### config.mk
export PLATFORM = sky130hd
export DESIGN_NAME = extended_event_descriptor_parser_top
export DESIGN_NICKNAME = d
export VERILOG_FILES = /design/src/sv/eedp_pkg.sv /design/src/sv/eedp_parser.sv /design/src/sv/extended_event_descriptor_parser_top.sv
export SDC_FILE = /design/constraint.sdc
export NUM_CORES = 1
export LEC_CHECK = 0
export ABC_AREA = 1
export BUFFER_PORTS_ARGS = -buffer_cell sky130_fd_sc_hd__buf_2
export CAP_MARGIN = 15
export CORE_UTILIZATION = 55
export CTS_BUF_LIST = sky130_fd_sc_hd__clkbuf_4
export DETAILED_ROUTE_END_ITERATION = 10
export PLACE_DENSITY = 0.75
export SLEW_MARGIN = 20
export SYNTH_ARGS = -nofsm -noshare
export SYNTH_HDL_FRONTEND = slang
export SYNTH_HIERARCHICAL = 1
export SYNTH_SLANG_ARGS = --single-unit
### constraint.sdc
create_clock -name clk -period 3.5 [get_ports clk]
set_input_delay 0.175 -clock clk [delete_from_list [all_inputs] [get_ports clk]]
set_output_delay 0.175 -clock clk [all_outputs]
set_load 0.01 [all_outputs]
### src/sv/eedp_pkg.sv
// shared types and codes for the extended event descriptor parser
`timescale 1ns / 1ps

package eedp_pkg;

  // parser phase
  typedef enum logic [3:0] {
    PH_HDR   = 4'd0,
    PH_LANG  = 4'd1,
    PH_ILEN  = 4'd2,
    PH_DLEN  = 4'd3,
    PH_DCHR  = 4'd4,
    PH_IMLEN = 4'd5,
    PH_ICHR  = 4'd6,
    PH_TLEN  = 4'd7,
    PH_TCHR  = 4'd8,
    PH_DONE  = 4'd9
  } phase_t;

  // field kind tagged on each byte
  typedef enum logic [3:0] {
    KIND_HEADER    = 4'd0,
    KIND_LANG      = 4'd1,
    KIND_ITEMS_LEN = 4'd2,
    KIND_DESC_LEN  = 4'd3,
    KIND_DESC_CHAR = 4'd4,
    KIND_ITEM_LEN  = 4'd5,
    KIND_ITEM_CHAR = 4'd6,
    KIND_TEXT_LEN  = 4'd7,
    KIND_TEXT_CHAR = 4'd8,
    KIND_IGNORED   = 4'd9
  } kind_t;

  // parse status; the error latch uses the same codes (busy means no error)
  typedef enum logic [1:0] {
    ST_BUSY     = 2'd0,
    ST_OK       = 2'd1,
    ST_OVERRUN  = 2'd2,
    ST_MISMATCH = 2'd3
  } status_t;

  localparam int unsigned LangBytes = 3;
  localparam logic [1:0]  LangLast  = 2'(LangBytes - 1);

  // one accepted input word
  typedef struct packed {
    logic [7:0] payload_byte;
    logic       first_byte;
    logic       final_byte;
  } step_in_t;

  // one result word
  typedef struct packed {
    kind_t      field_kind;
    logic [7:0] field_value;
    logic [6:0] item_number;
    logic [3:0] desc_number;
    logic [3:0] last_desc_number;
    status_t    parse_status;
  } result_t;

endpackage

### src/sv/eedp_parser.sv
// parse state registers and the per-byte next-state and tagging logic
`timescale 1ns / 1ps

module eedp_parser (
  input  logic              clk,
  input  logic              rst,
  input  logic              step,
  input  eedp_pkg::step_in_t din,
  output eedp_pkg::result_t  res
);
  import eedp_pkg::*;

  phase_t     phase;
  logic [7:0] items_left;
  logic [7:0] field_left;
  logic [6:0] item_cnt;
  logic [1:0] lang_idx;
  logic [7:0] held;
  status_t    err;

  // state seen by this byte, cleared by a first mark
  phase_t     eff_phase;
  logic [7:0] eff_items_left;
  logic [7:0] eff_field_left;
  logic [6:0] eff_item_cnt;
  logic [1:0] eff_lang_idx;
  logic [7:0] eff_held;
  status_t    eff_err;

  // state after this byte, before the end-of-payload clear
  phase_t     step_phase;
  logic [7:0] step_items_left;
  logic [7:0] step_field_left;
  logic [6:0] step_item_cnt;
  logic [1:0] step_lang_idx;
  logic [7:0] step_held;
  status_t    step_err;

  logic [7:0] items_dec;
  logic [7:0] field_dec;
  logic       overrun;

  // restart on first mark
  always_comb begin
    if (din.first_byte) begin
      eff_phase      = PH_HDR;
      eff_items_left = '0;
      eff_field_left = '0;
      eff_item_cnt   = '0;
      eff_lang_idx   = '0;
      eff_held       = '0;
      eff_err        = ST_BUSY;
    end else begin
      eff_phase      = phase;
      eff_items_left = items_left;
      eff_field_left = field_left;
      eff_item_cnt   = item_cnt;
      eff_lang_idx   = lang_idx;
      eff_held       = held;
      eff_err        = err;
    end
  end

  assign items_dec = eff_items_left - 8'd1;
  assign field_dec = eff_field_left - 8'd1;
  assign overrun   = (eff_items_left == 8'd0);

  // next state
  always_comb begin
    step_phase      = eff_phase;
    step_items_left = eff_items_left;
    step_field_left = eff_field_left;
    step_item_cnt   = eff_item_cnt;
    step_lang_idx   = eff_lang_idx;
    step_held       = eff_held;
    step_err        = eff_err;
    if (eff_err == ST_BUSY) begin
      case (eff_phase)
        PH_HDR: begin
          step_held     = din.payload_byte;
          step_lang_idx = '0;
          step_phase    = PH_LANG;
        end
        PH_LANG: begin
          if (eff_lang_idx == LangLast) begin
            step_lang_idx = '0;
            step_phase    = PH_ILEN;
          end else begin
            step_lang_idx = eff_lang_idx + 2'd1;
          end
        end
        PH_ILEN: begin
          step_items_left = din.payload_byte;
          step_phase      = (din.payload_byte != 8'd0) ? PH_DLEN : PH_TLEN;
        end
        PH_DLEN: begin
          if (overrun) begin
            step_err = ST_OVERRUN;
          end else begin
            step_items_left = items_dec;
            step_field_left = din.payload_byte;
            step_phase      = (din.payload_byte != 8'd0) ? PH_DCHR : PH_IMLEN;
          end
        end
        PH_DCHR: begin
          if (overrun) begin
            step_err = ST_OVERRUN;
          end else begin
            step_items_left = items_dec;
            step_field_left = field_dec;
            if (field_dec == 8'd0) step_phase = PH_IMLEN;
          end
        end
        PH_IMLEN: begin
          if (overrun) begin
            step_err = ST_OVERRUN;
          end else begin
            step_items_left = items_dec;
            step_field_left = din.payload_byte;
            if (din.payload_byte != 8'd0) begin
              step_phase = PH_ICHR;
            end else begin
              step_item_cnt = eff_item_cnt + 7'd1;
              step_phase    = (items_dec != 8'd0) ? PH_DLEN : PH_TLEN;
            end
          end
        end
        PH_ICHR: begin
          if (overrun) begin
            step_err = ST_OVERRUN;
          end else begin
            step_items_left = items_dec;
            step_field_left = field_dec;
            if (field_dec == 8'd0) begin
              step_item_cnt = eff_item_cnt + 7'd1;
              step_phase    = (items_dec != 8'd0) ? PH_DLEN : PH_TLEN;
            end
          end
        end
        PH_TLEN: begin
          step_field_left = din.payload_byte;
          step_phase      = (din.payload_byte != 8'd0) ? PH_TCHR : PH_DONE;
        end
        PH_TCHR: begin
          step_field_left = field_dec;
          if (field_dec == 8'd0) step_phase = PH_DONE;
        end
        default: begin
          step_err = ST_MISMATCH;
        end
      endcase
    end
  end

  // result tagging
  always_comb begin
    res.field_value      = din.payload_byte;
    res.item_number      = eff_item_cnt;
    res.desc_number      = step_held[7:4];
    res.last_desc_number = step_held[3:0];
    res.field_kind       = KIND_IGNORED;
    if (eff_err == ST_BUSY) begin
      case (eff_phase)
        PH_HDR:   res.field_kind = KIND_HEADER;
        PH_LANG:  res.field_kind = KIND_LANG;
        PH_ILEN:  res.field_kind = KIND_ITEMS_LEN;
        PH_DLEN:  res.field_kind = overrun ? KIND_IGNORED : KIND_DESC_LEN;
        PH_DCHR:  res.field_kind = overrun ? KIND_IGNORED : KIND_DESC_CHAR;
        PH_IMLEN: res.field_kind = overrun ? KIND_IGNORED : KIND_ITEM_LEN;
        PH_ICHR:  res.field_kind = overrun ? KIND_IGNORED : KIND_ITEM_CHAR;
        PH_TLEN:  res.field_kind = KIND_TEXT_LEN;
        PH_TCHR:  res.field_kind = KIND_TEXT_CHAR;
        default:  res.field_kind = KIND_IGNORED;
      endcase
    end
    if (step_err != ST_BUSY) begin
      res.parse_status = step_err;
    end else if (din.final_byte) begin
      res.parse_status = (step_phase == PH_DONE) ? ST_OK : ST_MISMATCH;
    end else begin
      res.parse_status = ST_BUSY;
    end
  end

  // state registers, cleared after the final byte
  always_ff @(posedge clk) begin
    if (rst) begin
      phase      <= PH_HDR;
      items_left <= '0;
      field_left <= '0;
      item_cnt   <= '0;
      lang_idx   <= '0;
      held       <= '0;
      err        <= ST_BUSY;
    end else if (step) begin
      if (din.final_byte) begin
        phase      <= PH_HDR;
        items_left <= '0;
        field_left <= '0;
        item_cnt   <= '0;
        lang_idx   <= '0;
        held       <= '0;
        err        <= ST_BUSY;
      end else begin
        phase      <= step_phase;
        items_left <= step_items_left;
        field_left <= step_field_left;
        item_cnt   <= step_item_cnt;
        lang_idx   <= step_lang_idx;
        held       <= step_held;
        err        <= step_err;
      end
    end
  end

`ifndef SYNTHESIS
  // end of payload returns the parser to the header phase
  a_final_clears: assert property (@(posedge clk) disable iff (rst)
    step && din.final_byte |=> phase == PH_HDR && item_cnt == 7'd0 && err == ST_BUSY)
    else $error("parser state not cleared after final byte");

  // a latched error stays until the payload ends or restarts
  a_err_sticky: assert property (@(posedge clk) disable iff (rst)
    step && !din.first_byte && !din.final_byte && err != ST_BUSY |=> err == $past(err))
    else $error("error latch changed mid payload");

  // clean completion only on a text length or text byte
  a_ok_on_text: assert property (@(posedge clk) disable iff (rst)
    step && res.parse_status == ST_OK |->
      res.field_kind == KIND_TEXT_LEN || res.field_kind == KIND_TEXT_CHAR)
    else $error("complete status on a non-text byte");
`endif

endmodule

### src/sv/extended_event_descriptor_parser_top.sv
// Extended event descriptor parser: takes the descriptor payload one byte per
// word and returns one tagged word per byte. Each byte passes an input
// register, then the parse step updates the parser state and loads the output
// register in the same cycle, and m_tvalid rises when the output register is
// loaded; the block sustains one byte per cycle under no backpressure.
// s_tuser marks the first payload byte and restarts the parser; s_tlast marks
// the last one, after which the parser is back at the header even without a
// first mark. parse_status shows a latched error (item overrun, or bytes past
// the text) on every later byte of the payload; on the last byte it is
// complete ok if the text ended exactly there and length mismatch otherwise.
`timescale 1ns / 1ps

module extended_event_descriptor_parser_top (
  input  logic        clk,
  input  logic        rst,
  input  logic        s_tvalid,
  output logic        s_tready,
  input  logic [7:0]  s_tdata,   // payload_byte
  input  logic        s_tuser,   // first_byte
  input  logic        s_tlast,   // final_byte
  output logic        m_tvalid,
  input  logic        m_tready,
  output logic [31:0] m_tdata,   // field_value, item_number, desc_number,
                                 // last_desc_number, parse_status, zero pad
  output logic [3:0]  m_tuser    // field_kind
);
  import eedp_pkg::*;

  logic     in_valid;
  step_in_t in_word;
  logic     step;
  result_t  res;
  result_t  out_word;

  // a byte moves on when the output register is free or being drained
  assign step     = in_valid && (!m_tvalid || m_tready);
  assign s_tready = !in_valid || step;

  // input register
  always_ff @(posedge clk) begin
    if (rst) begin
      in_valid <= 1'b0;
    end else if (s_tvalid && s_tready) begin
      in_valid <= 1'b1;
    end else if (step) begin
      in_valid <= 1'b0;
    end
  end

  always_ff @(posedge clk) begin
    if (s_tvalid && s_tready) begin
      in_word.payload_byte <= s_tdata;
      in_word.first_byte   <= s_tuser;
      in_word.final_byte   <= s_tlast;
    end
  end

  eedp_parser u_parser (
    .clk  (clk),
    .rst  (rst),
    .step (step),
    .din  (in_word),
    .res  (res)
  );

  // output register
  always_ff @(posedge clk) begin
    if (rst) begin
      m_tvalid <= 1'b0;
    end else if (step) begin
      m_tvalid <= 1'b1;
    end else if (m_tready) begin
      m_tvalid <= 1'b0;
    end
  end

  always_ff @(posedge clk) begin
    if (step) begin
      out_word <= res;
    end
  end

  assign m_tuser = out_word.field_kind;
  assign m_tdata = {7'd0, out_word.parse_status, out_word.last_desc_number,
                    out_word.desc_number, out_word.item_number, out_word.field_value};

`ifndef SYNTHESIS
  // input side stalls only while both registers are full and the sink holds off
  a_stall_cause: assert property (@(posedge clk) disable iff (rst)
    !s_tready |-> in_valid && m_tvalid && !m_tready)
    else $error("input stalled without a full pipeline");
`endif

endmodule

* Word-level counts from Yosys, hierarchy flattened *
Index checks and enable logic that the tools add are counted.

operators by class
  add/sub/neg operators = 4
  equality and inequality tests = 10
  multiplexer cells = 62
  reduce and logical (&&, ||, !) cells = 19

operators with widths
  kind                                                 number
  two-way mux 8 bit                                    13
  one-hot mux 4 bit (9 select lines)                   2
  two-way mux 4 bit                                    16
  two-way mux 7 bit                                    7
  one-hot mux 8 bit (4 select lines)                   1
  two-way mux 2 bit                                    11
  equality test 4 x 3 -> 1 bit, second input constant  4
  logical NOT 8 bit                                    2
  one-hot mux 8 bit (2 select lines)                   1
  nonzero test 8 bit                                   2
  subtractor 8 x 1 -> 8 bit, second input constant     2
  one-hot mux 7 bit (2 select lines)                   1
  equality test 4 x 2 -> 1 bit, second input constant  2
  equality test 4 bit, second input constant           2
  one-hot mux 2 bit (2 select lines)                   2
  adder 7 x 1 -> 7 bit, second input constant          1
  two-way mux 1 bit                                    6
  two-way mux 3 bit                                    2
  nonzero test 2 bit                                   3
  OR reduction 5 bit                                   1
  equality test 4 x 1 -> 1 bit, second input constant  1
  logical NOT 4 bit                                    1
  OR reduction 2 bit                                   2
  OR reduction 4 bit                                   1
  6 further kinds                                      9

word-level totals
  register bits after elaboration = 80
  input bits = 14
  output and inout bits = 38
  word-level logic and storage cells = 113

* Longest topological paths before layout *
  depth after elaboration = 12
  mapped depth = 20
  gate-level depth less buffers = 18

* Modules after synthesis *
Netlist, hierarchy kept.

modules (own cells, without submodules)
  module                                times used  cells each  area an instance (µm²)  sequential area each (µm²)
  eedp_parser                           1           585         3475.8                  780.7
  extended_event_descriptor_parser_top  1           59          1318.8                  1211.2

* Worst setup path before layout *
Ideal clock, no wire load.

  path kind = register -> register
  from = register m_tvalid
  to = register u_parser.phase[3]
  setup time = 0.070 ns
  arrival = 2.974 ns
  required time = 3.430 ns
  setup slack = 0.456 ns
  cell stages (with the launch flop) = 7
  path buffers = 1
  clock period less this slack = 3.044 ns
  cells stage by stage = dfxtp_1 a21oi_1 inv_1 nor2_1 clkbuf_1 nand2_1 a21oi_1

between the ends
  longest elaborated chain between the ends = 3

RTL lines
  what                    line                                        text
  start, declared         extended_event_descriptor_parser_top.sv:21  output logic m_tvalid,
  start signal, assigned  extended_event_descriptor_parser_top.sv:69  m_tvalid <= 1'b0;
  start signal, assigned  extended_event_descriptor_parser_top.sv:71  m_tvalid <= 1'b1;
  start signal, assigned  extended_event_descriptor_parser_top.sv:73  m_tvalid <= 1'b0;
  logical NOT 1 bit       extended_event_descriptor_parser_top.sv:36  assign step = in_valid && (!m_tvalid || m_tready);
  logical OR 1 bit        extended_event_descriptor_parser_top.sv:36
  logical AND 1 bit       extended_event_descriptor_parser_top.sv:36
  via step                extended_event_descriptor_parser_top.sv:31  logic step;
  end signal, assigned    eedp_parser.sv:205                          phase <= step_phase;
  end, declared           eedp_parser.sv:13                           phase_t phase;

The timed path passes the listed nets, and every way through them passes these cells.
A chain may end at the register's enable or synchronous reset.

==> flow_metrics.env <==
export IMPL_gp_congestion=0.938
export IMPL_tightestPinTransition_ns=0.854
export IMPL_antenna_found_initial=0
export IMPL_async_flop_share=0
export IMPL_cts_sinks=80
export IMPL_total_power_mw=1.87
export IMPL_rsz0062_at_grt="false"
export IMPL_ys_seq_area_frac=0.415
export IMPL_power_leakage_nw=2.38
export IMPL_ant_nets=0
export IMPL_synth_ff_type="dfxtp_1"
export IMPL_fin_nets=704
export IMPL_wirelength_um=12500
export IMPL_portBuffers=44
export IMPL_grt_max_degree=45
export IMPL_grt_ovfl_total=0
export IMPL_wl_per_cell_um=15.8
export IMPL_tns_ns=0
export IMPL_cts_resized=0
export IMPL_post_route_drc_count=0
export IMPL_fin_area_um2=5270
export IMPL_syn2layout_area_growth_pct=9.92
export IMPL_crit_type="reg -> reg"
export IMPL_cts_htree_levels=3
export IMPL_drt_pass1_iter_count=6
export IMPL_synth_cell_type_count=46
export IMPL_synth_area_per_cell_um2=7.45
export IMPL_root_buffer="clkbuf_4"
export IMPL_dp_hpwl_um=8700
export IMPL_fin_crit_ns=2.86
export IMPL_finalSetupViolations=0
export IMPL_hp_class="in -> reg"
export IMPL_drv_cap=0
export IMPL_finalCritPeriodShare=0.817
export IMPL_slew_headroom=0.431
export IMPL_path_clk_slew_ns=0.15
export IMPL_p_seq_frac=0.549
export IMPL_final_max_slew_violation_count=0
export IMPL_status="complete, no violations"
export IMPL_syn_inst=644
export IMPL_grt_usage=0.296
export IMPL_cts_tree="done"
export IMPL_boundaryPins=52
export IMPL_place_area_um2=4970
export IMPL_drt_iter0_drc=354
export IMPL_worstPathArrival_ns=3.05
export IMPL_ys_ff_latch=80
export IMPL_swShare=0.239
export IMPL_end_kind="register"
export IMPL_comb_power_share=0.067
export IMPL_required_ns=3.69
export IMPL_die_x_um=95.4
export IMPL_grt_pass1_vias=4092
export IMPL_numCtsBuffers=9
export IMPL_mappedNetlistArea_um2=4790
export IMPL_die_area_um2=9090
export IMPL_vias=4459
export IMPL_synth_edf_count=39
export IMPL_irDropWorstVdd_v=0.000250
export IMPL_via_per_inst=5.61
export IMPL_hold_slack_ns=0.0244
export IMPL_clk_latency_ns=0.43
export IMPL_dieHeight_um=95.4
export IMPL_fp_row_count=33
export IMPL_fin_skew_ns=0.0200
export IMPL_start_util=0.575
export IMPL_startpoint_type="register"
export IMPL_power_density_nw_per_um2=354
export IMPL_fmax_ghz=0.350
export IMPL_finish_utilization=0.632
export IMPL_hold_violations=0
export IMPL_diodes=0
export IMPL_core_area_um2=8340
export IMPL_crit_fanout=44
export IMPL_grt_pass1_wl_um=20300
export IMPL_clockBufferDepth=2
export IMPL_clock_power_share=0.384
export IMPL_ys_warn_count=6
export IMPL_internal_power_mw=1.42
export IMPL_drive_above_1_share=0.183
export IMPL_p_sw_mw=0.446
[cells by family after synthesis]
kind of cell / synth area share
and+or+nand+nor: 0.315
AOI/OAI and AO/OA: 0.144
buffers and inverters: 0.107
DFF: 0.415
adders and majority gates: 0.0130
xor gates and xnor gates: 0.00548
other: 0.000782
[per-stage QoR]
stage	std cells	setup WS, ns
floorplan	650	0.456
global placement	768	0.808
detailed placement	768	0.714
CTS	795	0.687
global route	795	0.381
finish	795	0.641
[registers in the layout, indices dropped and copies added, names as in the netlist]
register / flops
u_parser/field_left: 8
m_tdata: 25
u_parser/err: 2
m_tvalid: 1
m_tuser: 4
u_parser/item_cnt: 7
u_parser/items_left: 8
u_parser/phase: 4
u_parser/held: 8
in_word: 10
in_valid: 1
u_parser/lang_idx: 2
[layout make-up]
class / count / area (µm²)
fill: 773 / 3070
multi-input combinational: 463 / 2320
inverter: 73 / 283
tap: 105 / 131
timing repair buffer: 58 / 353
clock inverter: 6 / 116
sequential: 80 / 1990
clock buffer: 10 / 75.1
[Yosys cell counts, types with 2 or more instances]
library cell,n,area share
xor2_1,2,0.0037
buf_1,2,0.0016
ha_1,5,0.013
nand2_1,205,0.16
nand3_1,37,0.039
nand2_2,16,0.021
nor2_2,5,0.0065
o21ai_2,3,0.0055
nor3_1,2,0.0021
clkbuf_1,10,0.0078
buf_4,16,0.025
inv_1,59,0.046
o22ai_1,13,0.017
a31oi_1,2,0.0026
a22oi_1,6,0.0094
a21oi_2,3,0.0055
nor2_4,8,0.019
o21ai_1,7,0.0073
or2_1,2,0.0026
a211oi_1,3,0.0047
a21oi_1,55,0.057
o21ai_0,22,0.023
nand4_1,6,0.0078
inv_2,12,0.0094
nor2_1,35,0.027
edfxtp_1,39,0.24
nand3_2,3,0.0063
dfxtp_1,41,0.17
buf_2,2,0.0021
nand2_4,5,0.012
buf_6,3,0.0070
[routing by layer]
| metal | track usage | part of all wire | vias up |
|---|---|---|---|
| met5 | 0 | 0 | - |
| met2 | 0.485 | 0.47 | 198 |
| li1 | - | - | 2176 |
| met1 | 0.396 | 0.45 | 2064 |
| met3 | 0.0383 | 0.063 | 21 |
| met4 | 0.112 | 0.019 | 0 |
[layout by cell type (no fill, tap or decap), drive strengths merged]
master	count
a211oi	3
a21oi	58
a22oi	6
a31oi	3
buf	47
bufinv	3
clkbuf	10
clkinv	3
conb	7
dfxtp	41
dlygate4sd3	11
edfxtp	39
ha	5
inv	73
nand2	226
nand3	41
nand3b	1
nand4	7
nor2	48
nor3	3
nor3b	1
o2111ai	1
o211ai	1
o21ai	32
o221ai	1
o22ai	13
o41ai	1
or2	2
xnor2	1
xor2	2
[power by group through the flow]
stage | registers (mW) | clock network, mW | logic [mW]
final | 1.03 | 0.718 | 0.125
after global routing | 1.03 | 0.762 | 0.135
after CTS | 1.03 | 0.727 | 0.124
after detailed placement | 1.05 | 0 | 0.114
after global placement | 1.05 | 0 | 0.112
after floorplan | 1.05 | 0 | 0.0802
[worst max-delay path: stages, from the launching register on]
cell	delay (ns)
edfxtp_1	0.58
inv_8	0.33
nand2_1	0.20
ha_1	0.29
nand2_2	0.11
nor2_4	0.04
nand4_2	0.22
nand2_1	0.17
nor2_1	0.13
nand2_1	0.06
a21oi_1	0.16
nand3_1	0.11
nand2_1	0.07
nand2_1	0.05
nand2_1	0.05
nand2_1	0.04
[final timing paths]
path / from / cells past startpoint / endpoint / slack, ns
min reg2reg: in_word[2] / 0 / m_tdata[0] / 0.46
max reg2reg: in_word[1] / 15 / m_tdata[24] / 0.64
max: in_word[1] / 15 / m_tdata[24] / 0.64
min: m_tready / 4 / m_tvalid / 0.02
[repair_timing]
action                                 CTS  global route
setup buffers                            0             0
hold buffers                            11             0
endpoints found under the hold margin   11             0
(Power assumes the default switching activity.)
